## config.mk

```make
export PLATFORM = sky130hd
export DESIGN_NAME = char_list_with_search
export DESIGN_NICKNAME = d
export VERILOG_FILES = /design/src/design/clws_pkg.sv /design/src/design/char_list_with_search.sv /design/src/design/clws_ctrl.sv /design/src/design/clws_dp.sv
export SDC_FILE = /design/constraint.sdc
export NUM_CORES = 1
export LEC_CHECK = 0
export ABC_AREA = 1
export BUFFER_PORTS_ARGS = -buffer_cell sky130_fd_sc_hd__buf_2
export CORE_MARGIN = 2
export CORE_UTILIZATION = 40
export DETAILED_ROUTE_END_ITERATION = 12
export RECOVER_POWER = 50
export SYNTH_ARGS = -nofsm -noshare
export SYNTH_HDL_FRONTEND = slang
export SYNTH_HIERARCHICAL = 1
export SYNTH_SLANG_ARGS = --single-unit
export TNS_END_PERCENT = 1
```

## constraint.sdc

```tcl
create_clock -name i_clk -period 6.8 [get_ports i_clk]
set_input_delay 0.68 -clock i_clk [delete_from_list [all_inputs] [get_ports i_clk]]
set_output_delay 0.68 -clock i_clk [all_outputs]
set_load 0.01 [all_outputs]
```

## src/design/clws_pkg.sv

```systemverilog
// Shared types and constants for the byte list with search.
package clws_pkg;

    // Default number of list entries
    localparam int CLWS_DEPTH = 16;

    // Fixed field widths of the request and result beats
    localparam int CMD_W  = 3;
    localparam int BYTE_W = 8;
    localparam int MPOS_W = 4;
    localparam int CNTO_W = 5;

    // Byte returned by a read beyond the last item ('?')
    localparam logic [BYTE_W-1:0] UNKNOWN_BYTE = 8'd63;

    // Request commands; the two spare codes leave the list unchanged
    typedef enum logic [CMD_W-1:0] {
        CMD_INSERT_FRONT = 3'd0,
        CMD_REMOVE_FIRST = 3'd1,
        CMD_REMOVE_LAST  = 3'd2,
        CMD_CLEAR        = 3'd3,
        CMD_READ         = 3'd4,
        CMD_SEARCH       = 3'd5
    } t_cmd;

    // Controller to datapath strobes
    typedef struct packed {
        logic load;       // capture the request beat
        logic exec;       // carry out the captured command
        logic rd_done;    // registered read data is ready for the result
        logic srch_step;  // advance the search walk by one entry
    } t_dp_cmd;

    // Datapath to controller status
    typedef struct packed {
        logic read_hit;   // captured read addresses a held item
        logic is_search;  // captured command is a search
        logic srch_done;  // search has matched or run past the last item
    } t_dp_sts;

endpackage

```

## src/design/char_list_with_search.sv

```systemverilog
// Top level of the bounded byte list with front insert, removal, read and search.
//
// Requests arrive on the input channel (i_in_valid / o_in_ready) as one beat
// carrying a command, a byte value and a position. Each request gives exactly
// one result beat on the output channel (o_out_valid / i_out_ready) with the
// read byte, found flag, match position, item count, empty flag and overflow.
// Requests are handled one at a time by a controller and a datapath holding a
// circular store with a single read port and registered read data.
// Insert, remove, clear and spare commands pass from the execute state
// straight to the output state; a read within the list passes through a
// read-wait state first, one out of range goes straight to output.
// A search walks the store one entry a cycle through the read port and
// reaches the output state on a match or once it has run past the last
// item, so a miss on a full list walks every entry.
// The next request is taken in the cycle its predecessor's result is taken.
// While the receiver stalls the result is held and no request is taken.
// Reset empties the list at once; store contents are undefined until written.
module char_list_with_search
    import clws_pkg::*;
#(
    parameter int DEPTH = CLWS_DEPTH
) (
    input  logic              i_clk,
    input  logic              i_rst_n,
    input  logic              i_in_valid,
    output logic              o_in_ready,
    input  logic [CMD_W-1:0]  i_command,
    input  logic [BYTE_W-1:0] i_value,
    input  logic [BYTE_W-1:0] i_position,
    output logic              o_out_valid,
    input  logic              i_out_ready,
    output logic [BYTE_W-1:0] o_data,
    output logic              o_found,
    output logic [MPOS_W-1:0] o_match_position,
    output logic [CNTO_W-1:0] o_item_count,
    output logic              o_is_empty,
    output logic              o_overflow
);

    t_dp_cmd dp_cmd;
    t_dp_sts dp_sts;

    // Sequence each request
    clws_ctrl u_ctrl (
        .i_clk       (i_clk),
        .i_rst_n     (i_rst_n),
        .i_in_valid  (i_in_valid),
        .o_in_ready  (o_in_ready),
        .o_out_valid (o_out_valid),
        .i_out_ready (i_out_ready),
        .i_sts       (dp_sts),
        .o_cmd       (dp_cmd)
    );

    // Hold the list and build the result beat
    clws_dp #(
        .DEPTH (DEPTH)
    ) u_dp (
        .i_clk            (i_clk),
        .i_rst_n          (i_rst_n),
        .i_cmd            (dp_cmd),
        .o_sts            (dp_sts),
        .i_command        (i_command),
        .i_value          (i_value),
        .i_position       (i_position),
        .o_data           (o_data),
        .o_found          (o_found),
        .o_match_position (o_match_position),
        .o_item_count     (o_item_count),
        .o_is_empty       (o_is_empty),
        .o_overflow       (o_overflow)
    );

endmodule

```

## src/design/clws_ctrl.sv

```systemverilog
// Controller state machine for the byte list with search.
module clws_ctrl
    import clws_pkg::*;
(
    input  logic    i_clk,
    input  logic    i_rst_n,
    input  logic    i_in_valid,
    output logic    o_in_ready,
    output logic    o_out_valid,
    input  logic    i_out_ready,
    input  t_dp_sts i_sts,
    output t_dp_cmd o_cmd
);

    typedef enum logic [4:0] {
        ST_IDLE   = 5'b00001,
        ST_EXEC   = 5'b00010,
        ST_RDWAIT = 5'b00100,
        ST_SEARCH = 5'b01000,
        ST_OUT    = 5'b10000
    } t_state;

    t_state r_state;
    t_state n_state;
    logic   in_accept;

    // Take a new request when idle or as the pending result leaves
    assign o_in_ready  = (r_state == ST_IDLE) || ((r_state == ST_OUT) && i_out_ready);
    assign in_accept   = i_in_valid && o_in_ready;
    assign o_out_valid = (r_state == ST_OUT);

    // Drive datapath strobes from the state
    always_comb begin
        o_cmd.load      = in_accept;
        o_cmd.exec      = (r_state == ST_EXEC);
        o_cmd.rd_done   = (r_state == ST_RDWAIT);
        o_cmd.srch_step = (r_state == ST_SEARCH);
    end

    // Next state
    always_comb begin
        n_state = r_state;
        unique case (r_state)
            ST_IDLE: begin
                if (in_accept) n_state = ST_EXEC;
            end
            ST_EXEC: begin
                if (i_sts.read_hit)       n_state = ST_RDWAIT;
                else if (i_sts.is_search) n_state = ST_SEARCH;
                else                      n_state = ST_OUT;
            end
            ST_RDWAIT: begin
                n_state = ST_OUT;
            end
            ST_SEARCH: begin
                if (i_sts.srch_done) n_state = ST_OUT;
            end
            ST_OUT: begin
                if (i_out_ready) n_state = in_accept ? ST_EXEC : ST_IDLE;
            end
            default: begin
                n_state = ST_IDLE;
            end
        endcase
    end

    // Hold the state register
    always_ff @(posedge i_clk) begin
        if (!i_rst_n) begin
            r_state <= ST_IDLE;
        end else begin
            r_state <= n_state;
        end
    end

endmodule

```

## src/design/clws_dp.sv

```systemverilog
// Datapath for the byte list with search: circular store, pointers, result register.
module clws_dp
    import clws_pkg::*;
#(
    parameter int DEPTH = CLWS_DEPTH
) (
    input  logic              i_clk,
    input  logic              i_rst_n,
    input  t_dp_cmd           i_cmd,
    output t_dp_sts           o_sts,
    input  logic [CMD_W-1:0]  i_command,
    input  logic [BYTE_W-1:0] i_value,
    input  logic [BYTE_W-1:0] i_position,
    output logic [BYTE_W-1:0] o_data,
    output logic              o_found,
    output logic [MPOS_W-1:0] o_match_position,
    output logic [CNTO_W-1:0] o_item_count,
    output logic              o_is_empty,
    output logic              o_overflow
);

    localparam int PTR_W = (DEPTH > 1) ? $clog2(DEPTH) : 1;
    localparam int CNT_W = $clog2(DEPTH + 1);
    localparam int IDX_W = (CNT_W > BYTE_W) ? CNT_W : BYTE_W;
    localparam int SUM_W = IDX_W + 1;

    // Item store, left unreset
    logic [BYTE_W-1:0] mem [DEPTH];

    // Captured request
    logic [CMD_W-1:0]  r_cmd;
    logic [BYTE_W-1:0] r_value;
    logic [BYTE_W-1:0] r_pos;

    // List state
    logic [PTR_W-1:0]  r_front;
    logic [CNT_W-1:0]  r_count;

    // Search walk
    logic [CNT_W-1:0]  r_idx;
    logic [CNT_W-1:0]  r_pend_idx;
    logic              r_pend;
    logic [BYTE_W-1:0] r_rd_data;

    // Result register
    logic [BYTE_W-1:0] r_data;
    logic              r_found;
    logic [IDX_W-1:0]  r_mpos;
    logic              r_ovf;

    logic              full;
    logic              empty;
    logic              read_hit;
    logic              walk_more;
    logic              match;
    logic              we;
    logic              re;
    logic [PTR_W-1:0]  front_dec;
    logic [PTR_W-1:0]  front_inc;
    logic [IDX_W-1:0]  idx_sel;
    logic [SUM_W-1:0]  addr_sum;
    logic [SUM_W-1:0]  addr_wrap;
    logic [PTR_W-1:0]  raddr;
    logic [IDX_W-1:0]  cnt_ext;

    assign full      = (r_count == CNT_W'(DEPTH));
    assign empty     = (r_count == '0);
    assign cnt_ext   = IDX_W'(r_count);
    assign read_hit  = (t_cmd'(r_cmd) == CMD_READ) && (IDX_W'(r_pos) < cnt_ext);
    assign walk_more = (r_idx < r_count);
    assign match     = r_pend && (r_rd_data == r_value);

    assign o_sts.read_hit  = read_hit;
    assign o_sts.is_search = (t_cmd'(r_cmd) == CMD_SEARCH);
    assign o_sts.srch_done = match || !walk_more;

    // Step the front pointer round the circular store
    assign front_dec = (r_front == '0) ? PTR_W'(DEPTH - 1) : r_front - 1'b1;
    assign front_inc = (r_front == PTR_W'(DEPTH - 1)) ? '0 : r_front + 1'b1;

    // Map a list position to a store address; for every address read the sum stays below twice the depth
    assign idx_sel   = i_cmd.srch_step ? IDX_W'(r_idx) : IDX_W'(r_pos);
    assign addr_sum  = SUM_W'(r_front) + SUM_W'(idx_sel);
    assign addr_wrap = (addr_sum >= SUM_W'(DEPTH)) ? addr_sum - SUM_W'(DEPTH) : addr_sum;
    assign raddr     = addr_wrap[PTR_W-1:0];

    assign we = i_cmd.exec && (t_cmd'(r_cmd) == CMD_INSERT_FRONT) && !full;
    assign re = (i_cmd.exec && read_hit) || (i_cmd.srch_step && walk_more);

    // Write at the new front, read one address a cycle
    always_ff @(posedge i_clk) begin
        if (we) begin
            mem[front_dec] <= r_value;
        end
        if (re) begin
            r_rd_data <= mem[raddr];
        end
    end

    // Capture the request beat
    always_ff @(posedge i_clk) begin
        if (i_cmd.load) begin
            r_cmd   <= i_command;
            r_value <= i_value;
            r_pos   <= i_position;
        end
    end

    // Update pointer and count
    always_ff @(posedge i_clk) begin
        if (!i_rst_n) begin
            r_front <= '0;
            r_count <= '0;
        end else if (i_cmd.exec) begin
            unique case (t_cmd'(r_cmd))
                CMD_INSERT_FRONT: begin
                    if (!full) begin
                        r_front <= front_dec;
                        r_count <= r_count + 1'b1;
                    end
                end
                CMD_REMOVE_FIRST: begin
                    if (!empty) begin
                        r_front <= front_inc;
                        r_count <= r_count - 1'b1;
                    end
                end
                CMD_REMOVE_LAST: begin
                    if (!empty) r_count <= r_count - 1'b1;
                end
                CMD_CLEAR: begin
                    r_front <= '0;
                    r_count <= '0;
                end
                default: begin
                end
            endcase
        end
    end

    // Walk the store for a search, one read issued and one compare a cycle
    always_ff @(posedge i_clk) begin
        if (!i_rst_n) begin
            r_pend <= 1'b0;
        end else if (i_cmd.exec) begin
            r_pend <= 1'b0;
        end else if (i_cmd.srch_step) begin
            r_pend <= walk_more;
        end
    end

    always_ff @(posedge i_clk) begin
        if (i_cmd.exec) begin
            r_idx <= '0;
        end else if (i_cmd.srch_step && walk_more) begin
            r_idx      <= r_idx + 1'b1;
            r_pend_idx <= r_idx;
        end
    end

    // Build the result
    always_ff @(posedge i_clk) begin
        if (!i_rst_n) begin
            r_data  <= '0;
            r_found <= 1'b0;
            r_mpos  <= '0;
            r_ovf   <= 1'b0;
        end else if (i_cmd.exec) begin
            r_found <= 1'b0;
            r_mpos  <= '0;
            r_ovf   <= (t_cmd'(r_cmd) == CMD_INSERT_FRONT) && full;
            r_data  <= ((t_cmd'(r_cmd) == CMD_READ) && !read_hit) ? UNKNOWN_BYTE : '0;
        end else if (i_cmd.rd_done) begin
            r_data  <= r_rd_data;
            r_found <= 1'b1;
        end else if (i_cmd.srch_step && match) begin
            r_found <= 1'b1;
            r_mpos  <= IDX_W'(r_pend_idx);
        end
    end

    assign o_data           = r_data;
    assign o_found          = r_found;
    assign o_match_position = r_mpos[MPOS_W-1:0];
    assign o_item_count     = cnt_ext[CNTO_W-1:0];
    assign o_is_empty       = empty;
    assign o_overflow       = r_ovf;

    // The count never passes the depth
    a_count_bound: assert property (@(posedge i_clk) disable iff (!i_rst_n)
        r_count <= CNT_W'(DEPTH))
        else $error("item count beyond depth");

    // A dropped insert leaves a full list
    a_ovf_full: assert property (@(posedge i_clk) disable iff (!i_rst_n)
        r_ovf |-> full)
        else $error("overflow flagged on a list that is not full");

    // A non-zero match position comes only with a match
    a_mpos_found: assert property (@(posedge i_clk) disable iff (!i_rst_n)
        (r_mpos != '0) |-> r_found)
        else $error("match position set without found");

    // A read issued from the execute step returns its data in the next cycle
    a_read_done: assert property (@(posedge i_clk) disable iff (!i_rst_n)
        (i_cmd.exec && read_hit) |=> i_cmd.rd_done)
        else $error("read data not collected after issue");

endmodule

```

==> Yosys cells after proc, flatten, opt, wreduce, memory -nomap -nowiden <==
Memory sizes are Yosys's and may differ from the RTL's. A register that Yosys moved wholly into a read port is not among the register bits.
Index checks and enable logic that the tools add are counted.
{ "word_totals": {"regBits": 57, "ram_bits": 128, "inputBits": 23, "output_inout_bits": 22, "elab_cells": 101, "mem_count": 1} }
{ "op_classes": {"addsub": 7, "magnitude_cmp": 3, "n_eq_ne": 19, "mux": 24, "n_bitwise": 3, "reduce_logical": 31} }
{ "mem_list": {"columns": ["memory", "depth", "width", "rd", "rd_ports_with_merged_regs", "wr", "line", "source"], "rows": [
  ["u_dp.mem", 16, 8, 1, 1, 1, "clws_dp.sv:28", "logic [BYTE_W-1:0] mem [DEPTH];"]
]} }
{ "ops": {"columns": ["op", "n"], "rows": [
  ["$mux 5", 7],
  ["$pmux 5 s5", 1],
  ["$mux 8", 3],
  ["$mux 4", 5],
  ["$pmux 5 s3", 1],
  ["$pmux 4 s3", 1],
  ["$logic_and 1x1->1", 11],
  ["$add 5x1->5 const B", 2],
  ["$eq 5x5->1 const B", 2],
  ["$add 4x8->9", 1],
  ["$ge 9x5->1 const B", 1],
  ["$eq 8x8->1", 1],
  ["$lt 8x5->1", 1],
  ["$ne 2x2->1 const B", 4],
  ["$reduce_and 4->1", 2],
  ["$sub 4x1->4 const B", 2],
  ["$eq 3x2->1 const B", 2],
  ["$eq 3x3->1 const B", 2],
  ["$mux 6", 1],
  ["$reduce_bool 3->1", 2],
  ["$eq 5x1->1 const B", 1],
  ["$eq 5x2->1 const B", 1],
  ["$eq 5x3->1 const B", 1],
  ["$eq 5x4->1 const B", 1],
  ["other kinds (18)", 31]
]} }

==> Logic depth before layout (Yosys ltp) <==
Gate-level depths: netlist (run 1).
{ "depth": {"depth_word": 7, "depth_mapped": 17, "mapped_depth_nobuf": 16} }

==> By module <==
Netlist (run 1), hierarchy kept.
{ "by_module_without_submodules": {"columns": ["module", "n_inst", "cells_each", "area_each_um2", "seq_area_each_um2"], "rows": [
  ["clws_dp", 1, 814, 8376.8, 5355.1],
  ["clws_ctrl", 1, 59, 394.1, 100.1]
]} }

==> Worst setup path before layout (run 1) <==
OpenSTA, ideal clock, no wires.
{ "synth_timing": {"path_type": "flip-flop to flip-flop", "startpoint": "reg u_ctrl.r_state[4]", "endpoint": "reg u_dp.r_rd_data[0], read port of u_dp.mem (data pin)", "setup_ns": 0.254, "arrival_ns": 2.892, "required_time_ns": 6.546, "setup_slack_ns": 3.655, "stages_incl_launch_ff": 15, "path_buffers": 1, "period_less_slack_ns": 3.145, "cell_sequence": "dfxtp_1 > nor4_1 > inv_2 > nand2_1 > o21ai_0 > ha_1 > fa_1 > clkbuf_1 > nor2_1 > o21ai_1 > o21ai_1 > nand2_1 > o21ai_0 > inv_1 > o21ai_2"} }
{ "synth_lines": {"columns": ["item", "line", "source"], "rows": [
  ["start: declaration", "clws_ctrl.sv:23", "t_state r_state;"],
  ["start signal: assignment", "clws_ctrl.sv:72", "r_state <= n_state;"],
  ["end: declaration", "clws_dp.sv:43", "logic [BYTE_W-1:0] r_rd_data;"]
]} }

==> summary.md, run 1 <==
| Metric | Value |
|---|---|
| Outcome | finished clean |
| Final Setup Violations | 0 |
| Yosys reg bits | 193 |
| Setup TNS | 0 ns |
| Most used cell, CP | o21ai_0 |
| H-tree depth | 4 |
| Fin util | 0.454 |
| CTS tree | built |
| Clk_skew | 0.00815 ns |
| Hold-fix buffers at CTS | 0 |
| Die footprint | 23100 um^2 |
| CTS sink count | 193 |
| Post-synthesis sequential area ratio | 0.622 |
| I/O Buffers | 44 |
| Fin crit period | 4.14 ns |
| Synth warn | 6 |
| First-pass GRT wire length | 31.3 mm |
| Most common cell after layout, fill and taps aside | nor2_1 |
| Detailed-route DRC error count | 0 |
| CORE AREA | 21700 um^2 |
| Global route overflow | 0 |
| Fin. max-slew vios | 0 |
| Vias in the first global route | 5795 |
| Worst hold-check path type | in2reg |
| Reg-to-Reg Start | u_ctrl/r_state[3] |
| Hold_sp | i_value[1] |
| Setup slack, reg-to-reg | 2.66 ns |
| Post-CTS Setup Bufs | 0 |
| Actual slew at the worst max-slew pin | 1.04 ns |
| Yosys top cell area share | 0.544 |
| Leak | 0.00380 uW |
| Clock buffer depth | 2 |
| Req. time, crit path | 7.09 ns |
| Crit Path Category | reg2reg |
| Crit path max-delay family | buffers and inverters |
| Nets | 961 |
| Worst ir drop on vdd | 0.232 mV |
| Tcrit/Tclk final | 0.609 |
| Cell taking the most area after synthesis | edfxtp_1 |
| Pin count of the biggest net entering global routing | 66 |
| Ant diodes | 0 |
| Final WL | 19.6 mm |
| Clock Latency Late Sink | 0.43 ns |
| R2r worst-path depth | 15 |
| Placer Congestion | 0.820 |
| DR vias | 6030 |
| # Max-Cap Violations | 0 |
| Resized cells post-CTS | 0 |
| Row Count | 54 |
| Highest-delay cell along the critical path | fa_1 |
| Syn nets | 920 |
| Number of CTS-inserted buffers | 17 |
| Share of cells above drive strength 1 | 0.108 |
| Hold path cells | 1 |
| Detailed Place HPWL | 13.0 mm |
| Most frequent cells in the layout | 162 x nor2_1, 159 x edfxtp_1, 134 x nand2_1 |
| Post-Syn Instances | 873 |
| GRT Total Usage | 0.172 |
| Initial antenna violation count | 0 |
| Routed wire per std cell | 16.2 um |
| F_max | 241 MHz |
| Clock root cell | clkbuf_16 |
| Crit-path cells | clkinvlp_2, nor4_1, buf_4, inv_2, o21ai_0, ha_2, fa_1, buf_4, inv_2, o21ai_0, o22ai_1, inv_1, o21ai_0, nand2_1, o21ai_2 |
| RR Endpoint | u_dp/r_rd_data[7] |
| Buf+Inv Stages, Crit Path | 6 |
| Rel. slew slack | 0.309 |
| Pwr Density | 283 nW/um^2 |
| Via-to-Cell Ratio | 5.00 |
| Die height | 152 um |
| Crit-path max FO | 24 |
| Drt first pass iters | 5 |
| Initial core utilization | 0.404 |
| Post-Synthesis Cell Area | 8770 um^2 |
| DRT iter0 DRCs | 576 |
| Final Hold Violating Endpoints | 0 |
| Synth area leaders | edfxtp_1 54%, dfxtp_1 7.8%, nor2_1 6.8% |
| Hold worst-path end | u_dp/r_value[1] |
| Max incr delay on CP | 0.74 ns |
| Syn-to-layout area delta | 12.2% |
| Worst Path Arrival | 4.43 ns |
| Synth Area per Inst | 10.0 um^2 |
| Ports | 45 |
| Startpoint types | register |
| Unique masters post-synth | 40 |
| Setup crit end kind | register |
| Clk pin slew, worst setup/hold paths | 0.07 ns |
| Setup repair after global routing missed its margin | false |
| Final antenna-violating net count | 0 |
| Chip width | 152 um |
## cell type report
type | instances | area (um^2)
fill | 2042 | 11800
sequential | 193 | 5460
multi-input combinational | 559 | 2830
clock buffer | 17 | 425
inverter | 93 | 350
tap | 280 | 350
timing repair buffer | 50 | 238
clock inverter | 15 | 200
## how the worst max path moves through the flow
stage / cells after the start / slack, ns / to / from
after global routing: 17 / 2.29 / u_dp/r_rd_data[2] / u_ctrl/r_state[3]
after floorplan: 14 / 3.65 / u_dp/r_rd_data[0] / u_ctrl/r_state[4]
final: 15 / 2.66 / u_dp/r_rd_data[7] / u_ctrl/r_state[3]
after detailed placement: 15 / 2.84 / u_dp/r_rd_data[7] / u_ctrl/r_state[4]
after CTS: 15 / 2.80 / u_dp/r_rd_data[7] / u_ctrl/r_state[4]
after global placement: 14 / 2.94 / u_dp/r_rd_data[7] / u_ctrl/r_state[4]
## metal layers
| layer | wire length [um] | up-vias | global-route usage | share of wire |
|---|---|---|---|---|
| li1 | - | 3022 | - | - |
| met1 | 9150 | 2849 | 0.237 | 0.47 |
| met2 | 9200 | 136 | 0.275 | 0.47 |
| met3 | 799 | 23 | 0.0262 | 0.041 |
| met4 | 408 | 0 | 0.0663 | 0.021 |
| met5 | 0 | - | 0 | 0 |
## flip-flops by register name, indices dropped and copies added, names as in the netlist
| signal | cells |
|---|---|
| u_ctrl/r_state | 5 |
| u_dp/r_idx | 5 |
| u_dp/r_pos | 8 |
| u_dp/r_value | 8 |
| u_dp/o_found | 1 |
| u_dp/r_pend_idx | 4 |
| u_dp/r_front | 4 |
| u_dp/mem | 128 |
| u_dp/r_pend | 1 |
| u_dp/r_cmd | 3 |
| u_dp/o_data | 8 |
| u_dp/o_overflow | 1 |
| u_dp/o_item_count | 5 |
| u_dp/r_rd_data | 8 |
| u_dp/r_mpos | 4 |
## where the power goes
| group | internal (uW) | leakage, uW | switching (uW) |
|---|---|---|---|
| Sequential | 1320 | 0.00171 | 44.6 |
| Combinational | 122 | 0.00180 | 255 |
| Clock | 590 | 0.000292 | 454 |
| Total | 2040 | 0.00380 | 753 |
## cell usage after synthesis
cell type,n
and3_1,1
nor2_4,2
buf_6,1
xnor2_4,1
nand2_2,9
or2_1,1
or2_2,2
buf_1,1
nor2_2,2
nor4_1,2
o22ai_1,16
a22oi_1,1
nand3_2,1
o21ai_2,8
buf_4,3
nand2_4,2
xor2_1,7
edfxtp_1,159
xnor2_1,2
o21a_1,2
inv_4,1
ha_1,22
o21ai_0,83
nor3_1,4
clkbuf_1,17
nand3_1,20
a21o_1,1
a21oi_1,27
nor2_1,160
xor2_4,1
buf_2,6
nand2_1,133
dfxtp_1,34
o211ai_1,1
inv_2,12
nand4_1,6
o21ai_1,39
nand3b_2,1
inv_1,80
fa_1,2
## stage by stage
stage	setup WS [ns]	area, um^2	hold slack [ns]	cells	total power (uW)
6_report	2.66	9840	0.417	1207	2790
5_1_grt	2.29	9840	0.395	1207	2920
4_1_cts	2.80	9890	0.398	1207	2820
3_5_place_dp	2.84	9270	0.475	1175	1780
3_3_place_gp	2.94	9270	0.457	1175	1770
2_1_floorplan	3.65	8770	0.447	873	1660
## logic make-up after synthesis
kind of cell | after synthesis | share of synthesized area
DFF | 193 | 0.622
adders and majority gates | 24 | 0.0359
xor gates and xnor gates | 11 | 0.0153
buffers and inverters | 121 | 0.0551
and+or+nand+nor | 346 | 0.163
AOI/OAI and AO/OA | 178 | 0.109
No activity file was read; power rests on OpenSTA's default activity.
==> inputs of run 2 (changes only) <==
==> constraint.sdc (replaced) <==
create_clock -name i_clk -period 4.3 [get_ports i_clk]
set_input_delay 0.43 -clock i_clk [delete_from_list [all_inputs] [get_ports i_clk]]
set_output_delay 0.43 -clock i_clk [all_outputs]
set_load 0.01 [all_outputs]
==> summary.md, run 2 (synthesized netlist as in run 1, its figures left out) <==
| Metric | Value |
|---|---|
| Outcome | finished clean |
| Worst ir drop on vdd | 0.289 mV |
| Global route overflow | 0 |
| Max reg flops | 128 |
| Most used cell, CP | o21ai_0 |
| Via-to-Cell Ratio | 4.95 |
| I/O Buffers | 44 |
| Crit Path Category | reg2reg |
| H-tree depth | 4 |
| Final Hold Violating Endpoints | 0 |
| Die height | 152 um |
| Max incr delay on CP | 0.44 ns |
| Fin. max-slew vios | 0 |
| Chip width | 152 um |
| CTS tree | built |
| Fin crit period | 3.15 ns |
| Final Setup Violations | 0 |
| Rel. slew slack | 0.320 |
| Row Count | 54 |
| First-pass GRT wire length | 30.4 mm |
| Clock root cell | clkbuf_16 |
| Detailed-route DRC error count | 0 |
| Actual slew at the worst max-slew pin | 1.02 ns |
| Register Area | 5460 um^2 |
| GRT Total Usage | 0.170 |
| DR vias | 5988 |
| Detailed Place HPWL | 13.0 mm |
| Top reg by flops | u_dp/mem |
| Ports | 45 |
| # Max-Cap Violations | 0 |
| Setup repair after global routing missed its margin | false |
| CTS sink count | 193 |
| Ant diodes | 0 |
| Multi-input logic area | 2830 um^2 |
| Routed wire per std cell | 16.0 um |
| Pin count of the biggest net entering global routing | 46 |
| Most frequent cells in the layout | 162 x nor2_1, 159 x edfxtp_1, 134 x nand2_1 |
| Number of CTS-inserted buffers | 17 |
| Fin util | 0.453 |
| Req. time, crit path | 4.58 ns |
| Drt first pass iters | 7 |
| Hold-fix buffers at CTS | 0 |
| Fill cell count | 2017 |
| Crit-path max FO | 27 |
| Die footprint | 23100 um^2 |
| Setup crit end kind | register |
| Final WL | 19.3 mm |
| Vias in the first global route | 5584 |
| Tcrit/Tclk final | 0.732 |
| Post-CTS Setup Bufs | 0 |
| Pwr Density | 442 nW/um^2 |
| Setup TNS | 0 ns |
| Highest-delay cell along the critical path | ha_2 |
| Crit path max-delay family | buffers and inverters |
| Clock buffer depth | 2 |
| Placer Congestion | 0.799 |
| Clock Latency Late Sink | 0.43 ns |
| Final antenna-violating net count | 0 |
| Startpoint types | register |
| Clk_skew | 0.00454 ns |
| DRT iter0 DRCs | 614 |
| Resized cells post-CTS | 0 |
| Share of cells above drive strength 1 | 0.103 |
| Crit-path cells | inv_4, nor4_1, buf_4, inv_2, o21ai_0, ha_2, inv_2, buf_4, o21ai_0, o22ai_1, inv_1, o21ai_0, nand2_1, o21ai_2 |
| Initial antenna violation count | 0 |
| Setup ws final | 1.15 ns |
| Buf+Inv Stages, Crit Path | 6 |
| Worst hold-check path type | in2reg |
| Nets | 963 |
| Instance area at placement | 9280 um^2 |
| Clk pin slew, worst setup/hold paths | 0.07 ns |
| Initial core utilization | 0.404 |
| Leak | 0.00379 uW |
| Worst Path Arrival | 3.43 ns |
| CORE AREA | 21700 um^2 |
| F_max | 318 MHz |
| Post-route cell area | 9830 um^2 |
| Most common cell after layout, fill and taps aside | nor2_1 |
| Syn-to-layout area delta | 12.0% |
| Pre-CTS WS | 1.12 ns |
==> run 2: final timing paths <==
path                      startpoint                end  slack [ns]  depth (start not counted)
setup / recovery   u_ctrl/r_state[3]  u_dp/r_rd_data[7]        1.15                         14
hold / removal         i_position[2]      u_dp/r_pos[2]        0.17                          1
setup reg to reg   u_ctrl/r_state[3]  u_dp/r_rd_data[7]        1.15                         14
hold reg to reg   u_dp/r_pend_idx[1]     u_dp/r_mpos[1]        0.48                          2
==> run 2: cell type report <==
class	count	share of cell area
clock buffer	18	0.0437
clock inverter	14	0.0167
inverter	93	0.0358
multi-input combinational	559	0.287
sequential	193	0.555
tap	280	0.0357
timing repair buffer	52	0.0256
==> run 2: power breakdown <==
part / internal [uW] / switching [uW]
clock network: 912 / 670
registers: 2090 / 69.7
logic: 197 / 398
total: 3200 / 1140
==> run 2: layer usage <==
metal  track usage  wire length (um)  vias to the layer above
met3        0.0262               865                       15
met4        0.0565               251                        0
met1         0.236              9110                     2808
met2         0.273              9070                      135
li1              -                 -                     3030
met5             0                 0                        -
==> run 2: worst reg2reg max path: stages (launching register included) <==
cell	delay (ns)
dfxtp_1	0.39
inv_4	0.06
nor4_1	0.22
buf_4	0.20
inv_2	0.08
o21ai_0	0.18
ha_2	0.44
inv_2	0.41
buf_4	0.31
o21ai_0	0.10
o22ai_1	0.14
inv_1	0.07
o21ai_0	0.22
nand2_1	0.10
o21ai_2	0.08
==> run 2: through the flow <==
| step | hold WS, ns | instances | total power, uW |
|---|---|---|---|
| detailed placement | 0.466 | 1177 | 2810 |
| floorplan | 0.447 | 873 | 2630 |
| CTS | 0.155 | 1209 | 4380 |
| global route | 0.151 | 1209 | 4540 |
| finish | 0.174 | 1209 | 4340 |
| global placement | 0.461 | 1177 | 2800 |
